File: src/rtl/core/rpfb_pkg.sv
// ----------------------------------------------------------------------------
// rpfb_pkg
// Types and codes shared by the playout frame buffer core and its checker.
// ----------------------------------------------------------------------------
package rpfb_pkg;

	typedef enum logic [1:0] {
		OP_INSERT = 2'd0,
		OP_EXPIRE = 2'd1,
		OP_DECODE = 2'd2,
		OP_NOP    = 2'd3
	} op_t;

	typedef enum logic [2:0] {
		S_IDLE,
		S_PREP,
		S_READ,
		S_EVAL,
		S_DONE
	} state_t;

	localparam logic [2:0] ST_MERGED   = 3'd0;
	localparam logic [2:0] ST_NEW      = 3'd1;
	localparam logic [2:0] ST_LATE     = 3'd2;
	localparam logic [2:0] ST_VERY_OLD = 3'd3;
	localparam logic [2:0] ST_FULL     = 3'd4;

	localparam int          TS_W        = 32;
	localparam int          TIME_W      = 48;
	localparam int          DELAY_W     = 20;
	localparam logic [19:0] DELAY_RESET = 20'd32000;

	typedef struct packed {
		logic [TS_W-1:0]   ts;
		logic [TIME_W-1:0] due;
		logic              marker;
		logic              decoded;
	} frame_rec_t;

endpackage

File: src/rtl/core/rtp_playout_frame_buffer_core.sv
// ----------------------------------------------------------------------------
// rtp_playout_frame_buffer_core
// Ordered ring of frame records for an RTP playout (jitter) buffer.
// ----------------------------------------------------------------------------
// One item at a time: insert, expire, decode or no-op, each giving one result
// item. All frame records sit in one single-port memory with a registered read;
// a sequencer walks it one record at a time (read, then evaluate through one
// shared magnitude comparator). No new item is taken until the last one is
// done; the records read per item are 0 to 2 for insert, up to the number of
// live frames (at most FRAME_SLOTS) for expire and decode, 0 for no-op.
// Results wait in an output register; no clearing pass runs after reset,
// the buffer is simply empty.
module rtp_playout_frame_buffer_core #(
	parameter int FRAME_SLOTS = 16
) (
	input  logic                        clk,
	input  logic                        arst_n,
	input  logic                        cfg_we,
	input  logic [rpfb_pkg::DELAY_W-1:0] cfg_wdata,
	input  logic                        in_valid,
	output logic                        in_ready,
	input  logic [1:0]                  op,
	input  logic [rpfb_pkg::TS_W-1:0]   rtp_ts,
	input  logic                        marker,
	input  logic [rpfb_pkg::TIME_W-1:0] now_time,
	output logic                        out_valid,
	input  logic                        out_ready,
	output logic [2:0]                  insert_status,
	output logic [3:0]                  frame_slot,
	output logic [4:0]                  removed_count,
	output logic                        decode_found,
	output logic [rpfb_pkg::TS_W-1:0]   decoded_ts
);
	import rpfb_pkg::*;

	localparam int SW = (FRAME_SLOTS > 1) ? $clog2(FRAME_SLOTS) : 1;
	localparam int CW = $clog2(FRAME_SLOTS + 1);

	state_t state_q, state_d;

	logic [DELAY_W-1:0] delay_q;
	logic [SW-1:0]      head_q, head_d;
	logic [CW-1:0]      count_q, count_d;

	op_t                op_q;
	logic [TS_W-1:0]    ts_q;
	logic               marker_q;
	logic [TIME_W-1:0]  now_q;

	logic [CW-1:0]      k_q, k_d;
	logic [SW-1:0]      ptr_q, ptr_d;
	logic               hchk_q, hchk_d;

	logic [2:0]         res_status_q, res_status_d;
	logic [SW-1:0]      res_slot_q, res_slot_d;
	logic               res_found_q, res_found_d;
	logic [TS_W-1:0]    res_ts_q, res_ts_d;

	logic               out_valid_q;
	logic [2:0]         out_status_q;
	logic [3:0]         out_slot_q;
	logic [4:0]         out_removed_q;
	logic               out_found_q;
	logic [TS_W-1:0]    out_ts_q;

	frame_rec_t         mem [FRAME_SLOTS];
	frame_rec_t         rd_q;
	logic               mem_we;
	logic [SW-1:0]      mem_waddr;
	frame_rec_t         mem_wdata;

	logic [TIME_W-1:0]  cmp_a, cmp_b;
	logic               cmp_gt, ts_eq, eligible, last_k, out_free;
	logic [TIME_W:0]    due_sum;
	logic [TIME_W-1:0]  due_new;
	logic [SW-1:0]      new_pos;
	frame_rec_t         new_rec;

	function automatic logic [SW-1:0] ring_add(input logic [SW-1:0] base,
		input logic [CW-1:0] off);
		logic [SW:0] s;
		s = (SW+1)'(base) + (SW+1)'(off);
		if (s >= (SW+1)'(FRAME_SLOTS))
			s = s - (SW+1)'(FRAME_SLOTS);
		return s[SW-1:0];
	endfunction

	// shared comparator: timestamps for insert, times for expire/decode
	always_comb begin
		if (op_q == OP_INSERT) begin
			cmp_a = {{(TIME_W-TS_W){1'b0}}, rd_q.ts};
			cmp_b = {{(TIME_W-TS_W){1'b0}}, ts_q};
		end else begin
			cmp_a = now_q;
			cmp_b = rd_q.due;
		end
	end
	assign cmp_gt   = cmp_a > cmp_b;
	assign ts_eq    = rd_q.ts == ts_q;
	assign eligible = !rd_q.decoded && cmp_gt && rd_q.marker;
	assign last_k   = (k_q + CW'(1)) == count_q;
	assign out_free = !out_valid_q || out_ready;

	assign due_sum = {1'b0, now_q} + (TIME_W+1)'(delay_q);
	assign due_new = due_sum[TIME_W] ? {TIME_W{1'b1}} : due_sum[TIME_W-1:0];
	assign new_pos = ring_add(head_q, count_q);

	always_comb begin
		new_rec.ts      = ts_q;
		new_rec.due     = due_new;
		new_rec.marker  = marker_q;
		new_rec.decoded = 1'b0;
	end

	// next state
	always_comb begin
		state_d = state_q;
		case (state_q)
			S_IDLE: begin
				if (in_valid)
					state_d = S_PREP;
			end
			S_PREP: begin
				case (op_q)
					OP_INSERT, OP_EXPIRE, OP_DECODE:
						state_d = (count_q == '0) ? S_DONE : S_READ;
					default: state_d = S_DONE;
				endcase
			end
			S_READ: state_d = S_EVAL;
			S_EVAL: begin
				case (op_q)
					OP_INSERT:
						state_d = (!hchk_q && !ts_eq && cmp_gt) ? S_READ : S_DONE;
					OP_EXPIRE:
						state_d = (cmp_gt && count_q != CW'(1)) ? S_READ : S_DONE;
					OP_DECODE:
						state_d = (eligible || last_k) ? S_DONE : S_READ;
					default: state_d = S_DONE;
				endcase
			end
			S_DONE: begin
				if (out_free)
					state_d = S_IDLE;
			end
			default: state_d = S_IDLE;
		endcase
	end

	// datapath control
	always_comb begin
		head_d       = head_q;
		count_d      = count_q;
		k_d          = k_q;
		ptr_d        = ptr_q;
		hchk_d       = hchk_q;
		res_status_d = res_status_q;
		res_slot_d   = res_slot_q;
		res_found_d  = res_found_q;
		res_ts_d     = res_ts_q;
		mem_we       = 1'b0;
		mem_waddr    = ptr_q;
		mem_wdata    = rd_q;
		case (state_q)
			S_PREP: begin
				res_status_d = ST_MERGED;
				res_slot_d   = '0;
				res_found_d  = 1'b0;
				res_ts_d     = '0;
				k_d          = '0;
				hchk_d       = 1'b0;
				ptr_d        = head_q;
				if (op_q == OP_INSERT) begin
					if (count_q == '0) begin
						mem_we       = 1'b1;
						mem_waddr    = new_pos;
						mem_wdata    = new_rec;
						count_d      = count_q + CW'(1);
						res_status_d = ST_NEW;
						res_slot_d   = new_pos;
					end else begin
						ptr_d = ring_add(head_q, count_q - CW'(1));
					end
				end
			end
			S_EVAL: begin
				case (op_q)
					OP_INSERT: begin
						if (hchk_q) begin
							res_status_d = cmp_gt ? ST_VERY_OLD : ST_LATE;
						end else if (ts_eq) begin
							mem_we           = 1'b1;
							mem_wdata.marker = rd_q.marker | marker_q;
							res_status_d     = ST_MERGED;
							res_slot_d       = ptr_q;
						end else if (cmp_gt) begin
							// newer frame already open: compare against the oldest
							ptr_d  = head_q;
							hchk_d = 1'b1;
						end else if (count_q == CW'(FRAME_SLOTS)) begin
							res_status_d = ST_FULL;
						end else begin
							mem_we       = 1'b1;
							mem_waddr    = new_pos;
							mem_wdata    = new_rec;
							count_d      = count_q + CW'(1);
							res_status_d = ST_NEW;
							res_slot_d   = new_pos;
						end
					end
					OP_EXPIRE: begin
						if (cmp_gt) begin
							head_d  = ring_add(head_q, CW'(1));
							ptr_d   = ring_add(head_q, CW'(1));
							count_d = count_q - CW'(1);
							k_d     = k_q + CW'(1);
						end
					end
					OP_DECODE: begin
						if (eligible) begin
							mem_we            = 1'b1;
							mem_wdata.decoded = 1'b1;
							res_found_d       = 1'b1;
							res_slot_d        = ptr_q;
							res_ts_d          = rd_q.ts;
						end else begin
							k_d   = k_q + CW'(1);
							ptr_d = ring_add(head_q, k_q + CW'(1));
						end
					end
					default: ;
				endcase
			end
			default: ;
		endcase
	end

	always_ff @(posedge clk or negedge arst_n) begin
		if (!arst_n) begin
			state_q     <= S_IDLE;
			delay_q     <= DELAY_RESET;
			head_q      <= '0;
			count_q     <= '0;
			out_valid_q <= 1'b0;
		end else begin
			state_q <= state_d;
			head_q  <= head_d;
			count_q <= count_d;
			if (cfg_we)
				delay_q <= cfg_wdata;
			if (state_q == S_DONE && out_free)
				out_valid_q <= 1'b1;
			else if (out_ready)
				out_valid_q <= 1'b0;
		end
	end

	always_ff @(posedge clk) begin
		if (state_q == S_IDLE && in_valid) begin
			op_q     <= op_t'(op);
			ts_q     <= rtp_ts;
			marker_q <= marker;
			now_q    <= now_time;
		end
		k_q          <= k_d;
		ptr_q        <= ptr_d;
		hchk_q       <= hchk_d;
		res_status_q <= res_status_d;
		res_slot_q   <= res_slot_d;
		res_found_q  <= res_found_d;
		res_ts_q     <= res_ts_d;
		if (state_q == S_DONE && out_free) begin
			out_status_q  <= (op_q == OP_INSERT) ? res_status_q : ST_MERGED;
			out_slot_q    <= 4'(res_slot_q);
			out_removed_q <= (op_q == OP_EXPIRE) ? 5'(k_q) : 5'd0;
			out_found_q   <= res_found_q;
			out_ts_q      <= res_ts_q;
		end
	end

	// frame record memory
	always_ff @(posedge clk) begin
		if (mem_we)
			mem[mem_waddr] <= mem_wdata;
		if (state_q == S_READ)
			rd_q <= mem[ptr_q];
	end

	assign in_ready      = state_q == S_IDLE;
	assign out_valid     = out_valid_q;
	assign insert_status = out_status_q;
	assign frame_slot    = out_slot_q;
	assign removed_count = out_removed_q;
	assign decode_found  = out_found_q;
	assign decoded_ts    = out_ts_q;

endmodule

File: config.mk
export PLATFORM = sky130hd
export DESIGN_NAME = rtp_playout_frame_buffer_core
export DESIGN_NICKNAME = d
export VERILOG_FILES = /design/src/rtl/core/rpfb_pkg.sv /design/src/rtl/core/rtp_playout_frame_buffer_core.sv
export SDC_FILE = /design/constraint.sdc
export NUM_CORES = 2
export LEC_CHECK = 0
export ABC_AREA = 0
export BUFFER_PORTS_ARGS = -buffer_cell sky130_fd_sc_hd__clkbuf_2
export CORE_ASPECT_RATIO = 1.5
export CORE_MARGIN = 2
export CORE_UTILIZATION = 62
export DETAILED_ROUTE_END_ITERATION = 10
export PLACE_DENSITY = 0.79
export SKIP_CTS_REPAIR_TIMING = 1
export SLEW_MARGIN = 20
export SYNTH_ARGS = -nofsm -noshare
export SYNTH_HDL_FRONTEND = slang
export SYNTH_SLANG_ARGS = --single-unit
File: constraint.sdc
create_clock -name clk -period 14.9 [get_ports clk]
set_input_delay 2.235 -clock clk [delete_from_list [all_inputs] [get_ports clk]]
set_output_delay 2.235 -clock clk [all_outputs]
set_load 0.02 [all_outputs]
== After elaboration in Yosys (flattened, before gate mapping) ==
Memory sizes are Yosys's and may differ from the RTL's. A register that Yosys moved wholly into a read port is not among the register bits.
Index checks and enable logic that the tools add are counted.
Word-level totals
  RAM bits: 1312
  memories kept: 1
  register bits: 211
  output and inout port bits: 47
Memories
  mem: words 16, bits a word 82, rd ports 1, clocked after Yosys merged registers in 1, write ports 1, line rtp_playout_frame_buffer_core.sv:66  | frame_rec_t mem [FRAME_SLOTS];
Operators by class
  $add $sub $neg: 12
  bitwise operators: 1
  muxes and demuxes: 100
  order comparisons: 5
  eq/ne operators: 32
  reductions and logical operators: 28
Operators by type and width (count)
  82-bit two-way mux: 5
  82-bit case mux with 2 select lines: 1
  48-bit two-way mux: 3
  4-bit two-way mux: 25
  81-bit two-way mux: 1
  80-bit two-way mux: 1
  32-bit two-way mux: 2
  32-bit case mux with 2 select lines: 1
  48-bit by 20-bit adder with 49-bit output: 1
  48-bit greater-than comparator: 1
  5-bit two-way mux: 9
  5-bit case mux with 2 select lines: 4
  3-bit two-way mux: 12
  32-bit == test: 1
  4-bit case mux with 2 select lines: 4
  3-bit != test, second input constant: 9
  1-bit two-way mux: 23
  5-bit >= comparator, second input constant: 4
  4-bit by 1-bit subtractor with 4-bit output, second input constant: 4
  4-bit by 5-bit adder with 5-bit output: 3
  3-bit case mux with 5 select lines: 1
  2-bit != test, second input constant: 6
  4-bit != test, second input constant: 3
  4-bit case mux with 3 select lines: 1
  32 further kinds: 53

== Logic depth before layout (Yosys ltp) ==
  depth in word-level cells: 10
  mapped depth: 18
  depth with buffers taken out: 14

== Worst setup path after synthesis ==
OpenSTA, ideal clock, no wires.
  kind: flip-flop to flip-flop
  from: register op_q[0]
  to: memory mem[8][0] (netlist bit), enable pin
  arrival: 11841 ps
  stages on the path, launching flop included: 16
  required time: 14155 ps
  path slack: 2314 ps
  library setup time: 745 ps
  path through: edfxtp_1 -> inv_1 -> ha_1 -> clkbuf_1 -> buf_1 -> mux2_2 -> ha_1 -> a21oi_1 -> o21ai_0 -> a221oi_1 -> o22ai_1 -> a2111oi_0 -> o31ai_1 -> or2_0 -> a31o_2 -> o41ai_1
On the way
  longest elaborated chain between the ends: 10
  elaborated cells between the ends (all ways): 22
  classes of those cells: order compare (1); eq/ne (1); mux (17); reduce/logical (3)
Ends and longest elaborated chain
  start, declared: line rtp_playout_frame_buffer_core.sv:45  | op_t op_q;
  start signal, assigned: line rtp_playout_frame_buffer_core.sv:260  | op_q <= op_t'(op);
  2-bit logical NOT: line rtp_playout_frame_buffer_core.sv:90, rtp_playout_frame_buffer_core.sv:173, rtp_playout_frame_buffer_core.sv:187
  48-bit two-way mux: line rtp_playout_frame_buffer_core.sv:90  | if (op_q == OP_INSERT) begin
  48-bit greater-than comparator: line rtp_playout_frame_buffer_core.sv:98  | assign cmp_gt = cmp_a > cmp_b;
  1-bit two-way mux or 1-bit logical AND (tied branches): line rtp_playout_frame_buffer_core.sv:196, rtp_playout_frame_buffer_core.sv:100
  1-bit two-way mux or 1-bit logical AND (tied branches): line rtp_playout_frame_buffer_core.sv:191, rtp_playout_frame_buffer_core.sv:100
  1-bit two-way mux (on tied branches): line rtp_playout_frame_buffer_core.sv:189, rtp_playout_frame_buffer_core.sv:220
  1-bit case mux with 2 select lines: line rtp_playout_frame_buffer_core.sv:187  | case (op_q)
  1-bit case mux with 2 select lines: line rtp_playout_frame_buffer_core.sv:164  | case (state_q)
  1-bit two-way mux: line rtp_playout_frame_buffer_core.sv:283  | if (mem_we)
  1-bit two-way mux (implied by the code): line rtp_playout_frame_buffer_core.sv:284  | mem[mem_waddr] <= mem_wdata;
  end, declared: line rtp_playout_frame_buffer_core.sv:66
Parallel ways exist; a longest one is shown, timed or not.

== Final worst setup path ==
  from: register op_q[0]
  to: memory mem[7][16] (netlist bit), enable pin
The elaborated chain is that of the path after synthesis.

==> results.tsv <==
stage	metric	value	unit
logic_synthesis	largest area contributor in the netlist	edfxtp_1	
clock_network	clk_lat worst skew	0.78	ns
routing	DRT Pass-1 Iters	6	
clock_network	clk slew on worst S/H paths	0.07	ns
setup_path	WP data arrival	7.80	ns
logic_synthesis	most used flip-flop cell after synthesis	edfxtp_1	
timing	Final Hold Violating Endpoints	0	
logic_synthesis	Async S/R FF share, synth	0.0206	
floorplanning	die footprint	107000	µm²
grt	global routing's busiest layer	met2	
floorplanning	die height	400	µm
grt	total global routing overflow	0	
logic_synthesis	post-synth top area share	0.728	
routing	final wirelength	170	mm
pwr	sequential power share	0.460	
clock_network	CTS H-Tree Depth	4	
setup_path	crit path launch type	flip-flop	
pwr	Pint	9.77	mW
grt	global-route wire length before repair	243	mm
final_layout	share of cells above drive strength 1	0.273	
setup_path	crit-path max cell delay	0.90	ns
timing	final setup violation count	0	
grt	met1 Use GR	0.441	
timing	final clock skew	0.0327	ns
logic_synthesis	Avg Cell Area, Syn	20.3	µm²
clock_network	clk sinks	1605	
logic_synthesis	yosys warns	0	
timing	final period utilization	0.498	
routing	Via Count	33821	
floorplanning	die width	268	µm
run	max-cap viol count	0	
place	Port Buf Inserts	154	
setup_path	Crit-path slowest cell	o31ai_4	
grt	antenna violations before repair	8	
setup_path	Required @ worst endpoint	15.28	ns
grt	met3 Track Usage GR	0.0598	
logic_synthesis	library cells used by synthesis	76	
timing	maximum clock rate	135	MHz
worst_hold_path	hold crit path type	reg2reg	
final_layout	nets	3601	
floorplanning	Ports	155	
routing	Post-DRT Antenna Nets	0	
clock_network	CTS tree	built	
routing	DRC viols	0	
final_layout	area delta synth->final	11.3	%
setup_path	worst r2r path cells	16	
routing	routed vias/inst	6.88	
final_layout	fin area	72200	µm²
setup_path	crit-path most repeated cell	buf_4	
grt	Tot GR Track Use	0.325	
clock_network	Max Buffers Root-to-Sink	3	
grt	pin count of the biggest net entering global routing	107	
timing	RSZ-0062 raised after global routing	no	
setup_path	Critical Path Sink Type	flip-flop	
timing	fin. max-slew vios	0	
logic_synthesis	syn_nets	3389	
grt	vias in the first global route	34250	
floorplanning	num rows	145	
floorplanning	core area	104000	µm²
pwr	Leakage	23.5	nW
routing	initial DRC count	4488	
logic_synthesis	cells taking the most area after synthesis	edfxtp_1, mux4_2, ha_1, dfrtp_1, mux2_2	
pwr	Clk pwr share	0.249	
pwr	switching share of power	0.317	
logic_synthesis	Commonest cells post-synth	edfxtp_1, mux4_2, nand2_1	
place	Cell Area, Placed	67500	µm²
logic_synthesis	cells after synthesis	3190	
timing	fin crit period	7.42	ns
place	RD Place Congestion	0.950	
routing	Wirelength per Cell	34.5	µm
pwr	Peak VDD IR	0.185	mV
timing	Slew headroom	0.243	
timing	Worst-Margin Slew	1.14	ns
clock_network	Num CTS Buffers	141	
logic_synthesis	number of synthesized flops with an enable pin	1572	
pwr	combinational share of power	0.291	
run_status	outcome	completed	
logic_synthesis	sequential element share of the synthesized area	0.740	
logic_synthesis	Netlist Area Pre-Place	64900	µm²
place	Detailed Place HPWL	97.7	mm
setup_path	CP Class	reg2reg	
pwr	pwr dens	198	nW/µm²
worst_hold_path	hold path cells	0	
pwr	Pwr Total	14.3	mW
logic_synthesis	top-count cell post-synth	edfxtp_1	
clock_network	CTS Root Buffer Type	clkbuf_16	
timing	Hold Worst Slack	0.416	ns
timing	setup_tns	0	ns
grt	met2 usage	0.513	
setup_path	worst-path fanout max	50	
pwr	Sw Pwr	4.54	mW
floorplanning	Starting Density	0.624	
setup_path	Cell Chain, Critical Path	inv_1 > ha_2 > buf_4 > mux2_2 > ha_1 > nand2_1 > nor4b_2 > a211oi_1 > o22ai_1 > or2_1 > or3_1 > nand2_4 > a31o_2 > o31ai_4 > buf_4 > buf_4	
logic_synthesis	Seq cells post-synth	1605	
power by group through the flow:
stage | sequential, mW | clock, mW | combinational [mW]
2_1_floorplan | 6.45 | 0 | 2.90
3_3_place_gp | 6.63 | 0 | 3.94
3_5_place_dp | 6.65 | 0 | 4.08
4_1_cts | 6.57 | 3.60 | 4.13
5_1_grt | 6.59 | 3.75 | 4.45
6_report | 6.58 | 3.56 | 4.17
flip-flops by register name (all words and copies together) (netlist names):
signal	count
count_q	5
decode_found	1
decoded_ts	32
delay_q	20
frame_slot	4
hchk_q	1
head_q	4
insert_status	3
k_q	5
marker_q	1
mem	1312
now_q	48
op_q	2
out_valid	1
ptr_q	4
rd_q	82
removed_count	5
res_found_q	1
res_slot_q	4
res_status_q	3
res_ts_q	32
state_q	3
ts_q	32
layout make-up:
type                    count  area (µm²)
flip-flops and latches   1605       48000
fillers                  6144       31700
multi-input cells        1404       16500
clock buffers             187        3850
well taps                1396        1750
repair buffers            221        1350
clock inverters            72         634
inverters                  29         109
diodes                      3        7.51
stage by stage:
| stage | setup WS [ns] | util | std cells |
|---|---|---|---|
| 3_3_place_gp | 7.81 | 0.650 | 4651 |
| 6_report | 7.48 | 0.695 | 4917 |
| 5_1_grt | 7.25 | 0.695 | 4914 |
| 4_1_cts | 7.62 | 0.693 | 4910 |
| 3_5_place_dp | 7.68 | 0.650 | 4651 |
| 2_1_floorplan | 2.31 | - | 3190 |
worst paths after layout:
path,startpoint,end,slack (ns)
min in group asynchronous,arst_n,delay_q[9]$_DFFE_PN0P_,1.59
max in group asynchronous,arst_n,head_q[0]$_DFFE_PN0P_,12.74
worst min register to register,res_ts_q[18]$_SDFFCE_PN0P_,decoded_ts[18]$_DFFE_PP_,0.42
worst max-delay path,op_q[0]$_DFFE_PP_,mem[7][16]$_DFFE_PP_,7.48
worst max register to register,op_q[0]$_DFFE_PP_,mem[7][16]$_DFFE_PP_,7.48
worst min-delay path,res_ts_q[18]$_SDFFCE_PN0P_,decoded_ts[18]$_DFFE_PP_,0.42
worst max-delay path: cells and delay by family (launching register included):
family / cells / cell delay [ns]
flip-flops: 1 / 0.43
AO/OA/AOI/OAI: 4 / 2.11
buffers and inverters: 4 / 2.12
multiplexers: 1 / 0.42
AND/OR/NAND/NOR: 5 / 1.30
adder cells (fa/ha/maj): 2 / 0.47
metal layers:
layer  part of all wire  vias to the layer above
li1                   -                    13573
met1               0.35                    17532
met2               0.49                     2284
met3               0.10                      430
met4              0.056                        2
met5            0.00011                        -
cell usage in the layout (no fill, tap or decap), types with 7 or more instances in the layout:
cell	count
a21oi_2	12
and2_1	11
nand3_1	49
a31oi_2	19
a31oi_1	12
mux2_2	53
and3_1	44
a21o_1	22
clkbuf_1	38
nand2b_1	28
clkinvlp_4	7
o21ai_0	34
edfxtp_1	1572
buf_4	60
o211ai_1	7
mux4_2	410
clkinv_1	28
clkbuf_16	147
dfrtp_1	27
nor4_1	9
xnor2_1	32
nand4_1	21
nand2_1	157
nor3_1	17
xor2_1	58
inv_1	29
clkinv_2	14
a21oi_1	60
nor2_1	89
nor2b_1	25
clkbuf_2	154
mux2i_1	38
ha_1	85
cells by family (layout without fill, tap and decap cells):
kind of cell    after synthesis  after routing  synth area share
compound gates              244            244            0.0249
xor+xnor                     90             90            0.0121
fa+ha+maj                    91             91            0.0180
buf+inv                     181            509            0.0112
flops                      1605           1605             0.740
mux                         501            501             0.157
other cells                   0              3                 0
simple gates                478            478            0.0360
Power figures use the tool's default switching activity.
